## config.mk

```make
export PLATFORM = sky130hd
export DESIGN_NAME = sprite_animation_sequencer
export DESIGN_NICKNAME = d
export VERILOG_FILES = /design/src/rtl/core/sas_pkg.sv /design/src/rtl/core/sprite_animation_sequencer.sv /design/src/rtl/core/sas_frame_table.sv /design/src/rtl/core/sas_seq_core.sv
export VERILOG_INCLUDE_DIRS = /design/src /design/src/rtl/core
export SDC_FILE = /design/constraint.sdc
export NUM_CORES = 1
export LEC_CHECK = 0
export ABC_AREA = 1
export BUFFER_PORTS_ARGS = -buffer_cell sky130_fd_sc_hd__buf_2
export CELL_PAD_IN_SITES_DETAIL_PLACEMENT = 0
export CELL_PAD_IN_SITES_GLOBAL_PLACEMENT = 1
export CORE_ASPECT_RATIO = 0.8
export CORE_UTILIZATION = 39
export DETAILED_ROUTE_END_ITERATION = 8
export PLACE_DENSITY_LB_ADDON = 0.1
export REMOVE_ABC_BUFFERS = 1
export SYNTH_ARGS = -nofsm -noshare
export SYNTH_HDL_FRONTEND = slang
export SYNTH_SLANG_ARGS = --single-unit
```

## constraint.sdc

```tcl
create_clock -name clock -period 3.7 [get_ports clock]
set_clock_uncertainty 0.15 [all_clocks]
set_input_delay 0 -clock clock [delete_from_list [all_inputs] [get_ports clock]]
set_output_delay 0 -clock clock [all_outputs]
set_load 0.005 [all_outputs]
```

## src/rtl/core/sprite_animation_sequencer_defines.svh

```systemverilog
// Assertion macros for the sprite animation sequencer.
// Included by the top level; no other dependencies.
`ifndef SPRITE_ANIMATION_SEQUENCER_DEFINES_SVH
`define SPRITE_ANIMATION_SEQUENCER_DEFINES_SVH

// Same-cycle implication, checked outside reset
`define SAS_ASSERT_NOW(label, clk, rst, ante, cons, msg) \
   label: assert property (@(posedge clk) disable iff (rst) (ante) |-> (cons)) \
      else $error(msg);

// Next-cycle implication, checked outside reset
`define SAS_ASSERT_NEXT(label, clk, rst, ante, cons, msg) \
   label: assert property (@(posedge clk) disable iff (rst) (ante) |=> (cons)) \
      else $error(msg);

`endif

```

## src/rtl/core/sas_pkg.sv

```systemverilog
// Shared types and constants for the sprite animation sequencer.
// No dependencies; imported by every module of the block.
package sas_pkg;

   localparam int NUM_ANIMS   = 16;
   localparam int MAX_FRAMES  = 64;
   localparam int ANIM_W      = 4;
   localparam int FRAME_W     = 6;
   localparam int CNT_W       = 7;
   localparam int OP_W        = 3;
   localparam int CSR_W       = 8;
   localparam int CSR_IDX_W   = 2;

   // request operation codes
   typedef enum logic [OP_W-1:0] {
      OP_TICK        = 3'd0,
      OP_SET_ANIM    = 3'd1,
      OP_QUEUE_AFTER = 3'd2,
      OP_CLEAR_QUEUE = 3'd3,
      OP_STOP_LOOP   = 3'd4,
      OP_STOP_AFTER  = 3'd5,
      OP_LOAD_COUNT  = 3'd6
   } op_type;

   // configuration register indexes
   localparam logic [CSR_IDX_W-1:0] CSR_FRAME_PERIOD      = 2'd0;
   localparam logic [CSR_IDX_W-1:0] CSR_LOOPS_BEFORE_NEXT = 2'd1;

   typedef struct packed {
      logic [CSR_W-1:0] frame_period;
      logic [CSR_W-1:0] loops_before_next;
   } cfg_type;

   typedef struct packed {
      op_type            op;
      logic [ANIM_W-1:0] anim_idx;
      logic [CNT_W-1:0]  frame_count;
   } item_type;

   typedef struct packed {
      logic              en;
      logic [ANIM_W-1:0] addr;
   } tbl_rd_type;

   typedef struct packed {
      logic              en;
      logic [ANIM_W-1:0] addr;
      logic [CNT_W-1:0]  data;
   } tbl_wr_type;

   typedef struct packed {
      logic [ANIM_W-1:0]  shown_anim;
      logic [FRAME_W-1:0] shown_frame;
      logic               period_elapsed;
      logic               chained;
   } result_type;

endpackage

```

## src/rtl/core/sprite_animation_sequencer.sv

```systemverilog
// Sprite animation sequencer top level: handshake, config registers, pipeline.
// Depends on sas_pkg, sas_frame_table, sas_seq_core and the defines header.
//
//   channel   direction  handshake            payload
//   req_      in         req_valid/req_stall  operation, anim_index, frame_count
//   rsp_      out        rsp_valid/rsp_stall  shown_anim, shown_frame, period_elapsed, chained
//   csr_      in         csr_write_enable     csr_index, csr_write_data
//
// One request per cycle sustained while responses are not stalled. An accepted request
// reads the frame-count table and enters the execute register; the execute stage
// updates state and loads the response register. A table write in the update cycle is
// bypassed to a read in the same cycle. Reset is synchronous; no clearing pass is needed.
// A stalled response holds the update stage, which then stalls requests.
`include "sprite_animation_sequencer_defines.svh"

module sprite_animation_sequencer (
   input  logic                              clock,
   input  logic                              reset,
   input  logic                              req_valid,
   output logic                              req_stall,
   input  logic [sas_pkg::OP_W-1:0]          req_operation,
   input  logic [sas_pkg::ANIM_W-1:0]        req_anim_index,
   input  logic [sas_pkg::CNT_W-1:0]         req_frame_count,
   output logic                              rsp_valid,
   input  logic                              rsp_stall,
   output logic [sas_pkg::ANIM_W-1:0]        rsp_shown_anim,
   output logic [sas_pkg::FRAME_W-1:0]       rsp_shown_frame,
   output logic                              rsp_period_elapsed,
   output logic                              rsp_chained,
   input  logic                              csr_write_enable,
   input  logic [sas_pkg::CSR_IDX_W-1:0]     csr_index,
   input  logic [sas_pkg::CSR_W-1:0]         csr_write_data
);
   import sas_pkg::*;

   cfg_type    cfg_ff;
   logic       x_valid_ff, x_valid_in;
   item_type   x_item_ff;
   logic       rsp_valid_ff, rsp_valid_in;
   result_type rsp_ff;
   result_type result;
   tbl_rd_type tbl_rd;
   tbl_wr_type tbl_wr;
   logic [CNT_W-1:0] tbl_rdata;
   logic       req_accept;
   logic       x_go;

   // pipeline control
   assign x_go       = x_valid_ff && (!rsp_valid_ff || !rsp_stall);
   assign req_stall  = x_valid_ff && !x_go;
   assign req_accept = req_valid && !req_stall;
   assign x_valid_in = req_accept || (x_valid_ff && !x_go);
   assign rsp_valid_in = x_go || (rsp_valid_ff && rsp_stall);

   assign tbl_rd.en   = req_accept;
   assign tbl_rd.addr = req_anim_index;

   // configuration registers
   always_ff @(posedge clock) begin
      if (reset) begin
         cfg_ff.frame_period      <= CSR_W'(1);
         cfg_ff.loops_before_next <= CSR_W'(1);
      end else if (csr_write_enable) begin
         case (csr_index)
            CSR_FRAME_PERIOD:      cfg_ff.frame_period      <= csr_write_data;
            CSR_LOOPS_BEFORE_NEXT: cfg_ff.loops_before_next <= csr_write_data;
            default: ;
         endcase
      end
   end

   // valid flags
   always_ff @(posedge clock) begin
      if (reset) begin
         x_valid_ff   <= 1'b0;
         rsp_valid_ff <= 1'b0;
      end else begin
         x_valid_ff   <= x_valid_in;
         rsp_valid_ff <= rsp_valid_in;
      end
   end

   // payload registers
   always_ff @(posedge clock) begin
      if (req_accept) begin
         x_item_ff.op          <= op_type'(req_operation);
         x_item_ff.anim_idx    <= req_anim_index;
         x_item_ff.frame_count <= req_frame_count;
      end
      if (x_go) rsp_ff <= result;
   end

   sas_frame_table u_table (
      .clock   (clock),
      .reset   (reset),
      .rd      (tbl_rd),
      .wr      (tbl_wr),
      .rd_data (tbl_rdata)
   );

   sas_seq_core u_core (
      .clock     (clock),
      .reset     (reset),
      .cfg       (cfg_ff),
      .exec_go   (x_go),
      .item      (x_item_ff),
      .tbl_rdata (tbl_rdata),
      .tbl_wr    (tbl_wr),
      .result    (result)
   );

   assign rsp_valid          = rsp_valid_ff;
   assign rsp_shown_anim     = rsp_ff.shown_anim;
   assign rsp_shown_frame    = rsp_ff.shown_frame;
   assign rsp_period_elapsed = rsp_ff.period_elapsed;
   assign rsp_chained        = rsp_ff.chained;

   // checks
   `SAS_ASSERT_NOW(a_chain_elapsed, clock, reset, rsp_valid_ff && rsp_ff.chained,
      rsp_ff.period_elapsed, "chained response without elapsed period")
   `SAS_ASSERT_NOW(a_chain_frame0, clock, reset, rsp_valid_ff && rsp_ff.chained,
      rsp_ff.shown_frame == '0, "chained response not at frame 0")
   `SAS_ASSERT_NOW(a_stall_busy, clock, reset, req_stall,
      x_valid_ff && rsp_valid_ff, "request stalled with free pipeline")
   `SAS_ASSERT_NEXT(a_go_rsp, clock, reset, x_go,
      rsp_valid_ff, "executed request produced no response")

endmodule

```

## src/rtl/core/sas_frame_table.sv

```systemverilog
// Frame-count table: one entry per animation, synchronous read.
// Depends on sas_pkg. Entries never written read as one frame.
module sas_frame_table (
   input  logic                        clock,
   input  logic                        reset,
   input  sas_pkg::tbl_rd_type         rd,
   input  sas_pkg::tbl_wr_type         wr,
   output logic [sas_pkg::CNT_W-1:0]   rd_data
);
   import sas_pkg::*;

   logic [CNT_W-1:0] mem [NUM_ANIMS];
   logic             valid_ff [NUM_ANIMS];
   logic [CNT_W-1:0] rd_data_ff;
   logic             rd_valid_ff;

   // per-entry written flags, cleared by reset
   always_ff @(posedge clock) begin
      if (reset) begin
         for (int i = 0; i < NUM_ANIMS; i++) valid_ff[i] <= 1'b0;
      end else if (wr.en) begin
         valid_ff[wr.addr] <= 1'b1;
      end
   end

   // storage and registered read; a same-cycle write to the read entry is bypassed
   always_ff @(posedge clock) begin
      if (wr.en) mem[wr.addr] <= wr.data;
      if (rd.en) begin
         if (wr.en && (wr.addr == rd.addr)) begin
            rd_data_ff  <= wr.data;
            rd_valid_ff <= 1'b1;
         end else begin
            rd_data_ff  <= mem[rd.addr];
            rd_valid_ff <= valid_ff[rd.addr];
         end
      end
   end

   assign rd_data = rd_valid_ff ? rd_data_ff : CNT_W'(1);

endmodule

```

## src/rtl/core/sas_seq_core.sv

```systemverilog
// Sequencer state and per-request update: frame stepping, looping, chaining.
// Depends on sas_pkg; takes the frame-table read data, drives the table write.
module sas_seq_core (
   input  logic                        clock,
   input  logic                        reset,
   input  sas_pkg::cfg_type            cfg,
   input  logic                        exec_go,
   input  sas_pkg::item_type           item,
   input  logic [sas_pkg::CNT_W-1:0]   tbl_rdata,
   output sas_pkg::tbl_wr_type         tbl_wr,
   output sas_pkg::result_type         result
);
   import sas_pkg::*;

   logic [ANIM_W-1:0]  current_anim_ff, current_anim_in;
   logic [FRAME_W-1:0] current_frame_ff, current_frame_in;
   logic [7:0]         hold_count_ff, hold_count_in;
   logic [7:0]         loop_count_ff, loop_count_in;
   logic [ANIM_W-1:0]  queued_anim_ff, queued_anim_in;
   logic               queued_valid_ff, queued_valid_in;
   logic               hold_last_ff, hold_last_in;
   logic               hold_last_after_ff, hold_last_after_in;
   // frame counts of the current and queued animations, kept beside the table
   logic [CNT_W-1:0]   cur_len_ff, cur_len_in;
   logic [CNT_W-1:0]   q_len_ff, q_len_in;

   logic               anim_ok;
   logic [CNT_W-1:0]   cnt_clamped;
   logic [7:0]         hold_next;
   logic [7:0]         target_m1;
   logic [CNT_W-1:0]   last_frame;
   logic               elapsed;
   logic               chain;

   assign anim_ok     = int'(item.anim_idx) < NUM_ANIMS;
   assign cnt_clamped = (item.frame_count == '0) ? CNT_W'(1) :
                        (int'(item.frame_count) > MAX_FRAMES) ? CNT_W'(MAX_FRAMES) :
                        item.frame_count;
   assign hold_next   = hold_count_ff + 8'd1;
   assign target_m1   = (cfg.loops_before_next == '0) ? 8'd0 :
                        cfg.loops_before_next - 8'd1;
   assign last_frame  = cur_len_ff - CNT_W'(1);

   // next state for the request in the execute stage
   always_comb begin
      current_anim_in    = current_anim_ff;
      current_frame_in   = current_frame_ff;
      hold_count_in      = hold_count_ff;
      loop_count_in      = loop_count_ff;
      queued_anim_in     = queued_anim_ff;
      queued_valid_in    = queued_valid_ff;
      hold_last_in       = hold_last_ff;
      hold_last_after_in = hold_last_after_ff;
      cur_len_in         = cur_len_ff;
      q_len_in           = q_len_ff;
      elapsed            = 1'b0;
      chain              = 1'b0;
      tbl_wr.en          = 1'b0;
      tbl_wr.addr        = item.anim_idx;
      tbl_wr.data        = cnt_clamped;
      case (item.op)
         OP_TICK: begin
            hold_count_in = hold_next;
            if (hold_next >= cfg.frame_period) begin
               elapsed       = 1'b1;
               hold_count_in = 8'd0;
               if ({1'b0, current_frame_ff} >= last_frame) begin
                  if (queued_valid_ff && (loop_count_ff >= target_m1)) begin
                     chain              = 1'b1;
                     current_anim_in    = queued_anim_ff;
                     current_frame_in   = '0;
                     loop_count_in      = 8'd0;
                     hold_last_in       = hold_last_after_ff;
                     hold_last_after_in = 1'b0;
                     queued_valid_in    = 1'b0;
                     cur_len_in         = q_len_ff;
                  end else if (!hold_last_ff) begin
                     current_frame_in = '0;
                     if (loop_count_ff != 8'hFF) loop_count_in = loop_count_ff + 8'd1;
                  end
               end else begin
                  current_frame_in = current_frame_ff + FRAME_W'(1);
               end
            end
         end
         OP_SET_ANIM: begin
            if (anim_ok) begin
               current_anim_in  = item.anim_idx;
               current_frame_in = '0;
               hold_last_in     = 1'b0;
               loop_count_in    = 8'd0;
               cur_len_in       = tbl_rdata;
            end
         end
         OP_QUEUE_AFTER: begin
            if (anim_ok) begin
               queued_anim_in     = item.anim_idx;
               queued_valid_in    = 1'b1;
               hold_last_after_in = 1'b0;
               q_len_in           = tbl_rdata;
            end
         end
         OP_CLEAR_QUEUE: queued_valid_in = 1'b0;
         OP_STOP_LOOP:   hold_last_in = 1'b1;
         OP_STOP_AFTER:  hold_last_after_in = 1'b1;
         OP_LOAD_COUNT: begin
            if (anim_ok) begin
               tbl_wr.en = exec_go;
               if (item.anim_idx == current_anim_ff) cur_len_in = cnt_clamped;
               if (item.anim_idx == queued_anim_ff)  q_len_in   = cnt_clamped;
            end
         end
         default: ;
      endcase
   end

   // a tick that does not chain shows the frame from before the advance
   assign result.shown_anim     = current_anim_in;
   assign result.shown_frame    = ((item.op == OP_TICK) && !chain) ? current_frame_ff :
                                  current_frame_in;
   assign result.period_elapsed = elapsed;
   assign result.chained        = chain;

   // state registers
   always_ff @(posedge clock) begin
      if (reset) begin
         current_anim_ff    <= '0;
         current_frame_ff   <= '0;
         hold_count_ff      <= '0;
         loop_count_ff      <= '0;
         queued_anim_ff     <= '0;
         queued_valid_ff    <= 1'b0;
         hold_last_ff       <= 1'b0;
         hold_last_after_ff <= 1'b0;
         cur_len_ff         <= CNT_W'(1);
         q_len_ff           <= CNT_W'(1);
      end else if (exec_go) begin
         current_anim_ff    <= current_anim_in;
         current_frame_ff   <= current_frame_in;
         hold_count_ff      <= hold_count_in;
         loop_count_ff      <= loop_count_in;
         queued_anim_ff     <= queued_anim_in;
         queued_valid_ff    <= queued_valid_in;
         hold_last_ff       <= hold_last_in;
         hold_last_after_ff <= hold_last_after_in;
         cur_len_ff         <= cur_len_in;
         q_len_ff           <= q_len_in;
      end
   end

endmodule

```

==> out/metrics.yaml <==
clock-root-buffer: "clkbuf_16"
dieWidth_um: 186
detailedRoute.firstPassIterationCount: 5
rsz_0062_raised_after_global_routing: "no"
worst_setup_path_start_kind: "flop"
synth-seq-cells: 227
clk_pin_slew_worst_paths_ps: 60
finalMaxSlewViolations: 0
worst_margin_pin_slew_ps: 1090
synthDominantAreaCellType: "edfxtp_1"
cts_inserted_buffers: 25
yosys-top-cells-area: "edfxtp_1 41%, dfxtp_1 15%, nand2_1 5.7%"
cp_data_required_time_ps: 3800
ant_nets: 0
synth.yosys.seq_area_share_pct: 56.8
distinct_cell_type_count_of_the_synthesized_netlist: 39
synth-warning-count: 0
floorplan.io_pins: 43
synth_top_family_by_area: "simple AND/OR/NAND/NOR gates"
antenna_cells: 0
critical_path_arrival_ps: 3380
gpl.final_weighted_congestion: 0.788
groute.usage.overall_pct: 20.4
initial_core_utilization_pct: 40.0
max-cap-violations: 0
maximum_number_of_pins_on_one_net_before_global_route_repair: 44
antenna_violations_before_repair: 0
p_seq_share_pct: 46.7
timing.slew.headroom_pct: 27.2
ratio_of_final_minimum_period_to_clock_period_pct: 88.7
remaining_drc_errors: 0
grt_pass1_wl_um: 43400
power-per-cell-area_nw_per_um2: 475
globalRoute.totalOverflow: 0
drt-total-wl_um: 27700
worst_skew_pair_later_pin_latency_ps: 530
worst_ir_drop_vdd_v: 0.000353
flip_flop_cell_with_the_highest_count_after_synthesis: "edfxtp_1"
detailed_route_vias_per_instance: 5.07
fp.dieH_um: 149
max_freq_mhz: 305
placement.setup.worst_slack_ps: 310
netSwitchingFraction_pct: 23.9
ff2ff_setup_slack_ps: 420
fraction_of_layout_instances_using_a_drive_strength_above_1_pct: 11.8
async_reset_ff_share_pct: 0
final_hold_viol_count: 0
holdWs_ps: 29.7
die_area_um2: 27800
synthAdderAreaFrac_pct: 3.19
timing.setup.critical_path_class: "flop to flop"
vias: 8113
setup_tns_ps: 0
cts_max_level: 1
tritoncts_num_sinks: 227
synthesis.instances: 1125
post_synth_and_or_nand_nor_area_fraction_pct: 18.4
final.min_clock_period_ps: 3280
place.port_buffers: 42
critPathSlowestCell: "dfxtp_1"
first_global_vias: 7722
area_growth_syn_to_layout_pct: 19.1
run_status: "finished, final reports clean"
design.core.area_um2: 26500
worstPathMaxFanout: 10
cts_tree: "yes"
final.setup.worst_slack_ps: 417
wl_per_cell_um: 17.3
synth-compound-area-share_pct: 13.1
cpMostUsedCell: "inv_1"
total_switching_power_uw: 1430
synthXorXnorAreaFrac_pct: 2.57
finalSetupViolCount: 0
min-delay-path-class: "primary input to flop"
intPower_uw: 4550
clock_power_share_pct: 43.5
synth.avg_cell_area_um2: 9.40
p_total_uw: 5980
yosys.area.top_type_share_pct: 41.4
muxShareOfSynthArea_pct: 0
end_kind: "flop"
cellLeakagePower_uw: 0.00497
finish.net_count: 1279
cts-root-to-sink-buffers: 3
path_cells: "inv_1 > ha_1 > nand2_1 > nor3_1 > inv_1 > nor3_2 > inv_1 > nand3_1 > ha_1 > nand2_1 > nor2_1 > nand4_1 > nand3_1 > nand2_4 > inv_1 > nand3_1 > nand2_1 > a21oi_1"
slowest_delay_ps: 310
num_rows: 53
finalCoreUtilization_pct: 47.6
syn_area_um2: 10600
dr.first_iter.drc_count: 478
share_comb_of_total_power_pct: 9.7
synth-edff-count: 146
dp.final_hpwl_um: 18200
worst paths after layout:
check | to | from | cells after the start
worst min register to register | u_core.hold_last_after_ff | u_core.hold_last_after_ff | 2
worst max-delay path | rsp_shown_frame[5] | cfg_ff[0] | 18
worst max register to register | rsp_shown_frame[5] | cfg_ff[0] | 18
worst min-delay path | x_item_ff[6] | req_frame_count[6] | 2
synth_stat cells (7+ instances only):
| library cell | count |
|---|---|
| nand2_1 | 161 |
| edfxtp_1 | 146 |
| nor2_1 | 127 |
| o21ai_0 | 104 |
| inv_1 | 102 |
| nand3_1 | 86 |
| dfxtp_1 | 81 |
| a21oi_1 | 64 |
| clkbuf_1 | 34 |
| ha_1 | 27 |
| nand4_1 | 25 |
| xor2_1 | 23 |
| o22ai_1 | 21 |
| o21a_1 | 16 |
| nor3_1 | 14 |
| o221ai_1 | 12 |
| buf_2 | 11 |
| o211ai_1 | 9 |
| xnor2_1 | 8 |
| a31oi_1 | 7 |
state kept, by name, indices dropped and copies added, names as in the netlist, 4 cells and up:
name / cells
cfg_ff: 16
u_table.mem: 112
u_core.queued_anim_ff: 4
rsp_shown_frame: 6
u_table.rd_data_ff: 7
x_item_ff: 14
u_core.current_frame_ff: 6
u_core.loop_count_ff: 8
u_core.hold_count_ff: 8
u_core.cur_len_ff: 7
u_core.current_anim_ff: 4
u_core.q_len_ff: 7
u_table.valid_ff: 16
rsp_shown_anim: 4
stage by stage:
stage | instances | instance area, µm²
floorplan | 1072 | 10400
global placement | 1505 | 11300
finish | 1599 | 12600
detailed placement | 1505 | 11300
CTS | 1595 | 12600
global route | 1599 | 12600
what timing repair did:
item | in CTS | in global routing
setup endpoints to repair | 0 | 27
setup buffers | 0 | 4
endpoints found under the hold margin | 59 | 0
resized for setup | 0 | 2
hold buffers | 44 | 0
routing by layer:
metal	vias to the layer above	global-route usage, %	routed length (µm)	part of all wire, %
li1	4106	-	-	-
met1	3830	30.6	14000	51
met2	148	31.8	12200	44
met3	29	2.32	1010	3.6
met4	0	3.93	463	1.7
met5	-	0	0	0
layout by cell type (no fill, tap or decap), types with 38 or more instances in the layout:
cell type      Yosys  layout
buf_4              1      38
edfxtp_1         146     146
nor2_1           127     127
o21ai_0          104     104
dlygate4sd3_1      0      44
nand3_1           86      86
buf_2             11      42
inv_1            102     102
a21oi_1           64      64
nand2_1          161     161
dfxtp_1           81      81
area by class of cell:
cell class / instances / area, µm²
timing repair buffer: 124 / 936
sequential: 227 / 6010
tap: 357 / 447
clock inverter: 12 / 190
clock buffer: 34 / 659
multi-input combinational: 736 / 3950
fill: 2535 / 13900
inverter: 109 / 409
power groups by stage:
stage / logic, µW / registers [µW] / clock network, µW
final: 581 / 2790 / 2600
after global routing: 655 / 2800 / 2760
after CTS: 579 / 2790 / 2670
after detailed placement: 543 / 2850 / 0
after global placement: 543 / 2850 / 0
after floorplan: 341 / 2840 / 0
worst max-delay path, delay by kind of cell (launching register included):
family	cells	cell delay, ps
simple gates	11	1670
buf+inv	4	430
fa+ha+maj	2	350
flops	1	310
compound gates	1	100
logic make-up after synthesis:
group / count (synthesis)
xor gates and xnor gates: 31
adders and majority gates: 27
and+or+nand+nor: 437
AOI/OAI and AO/OA: 241
DFF: 227
buffers and inverters: 162
(Power assumes the default switching activity.)
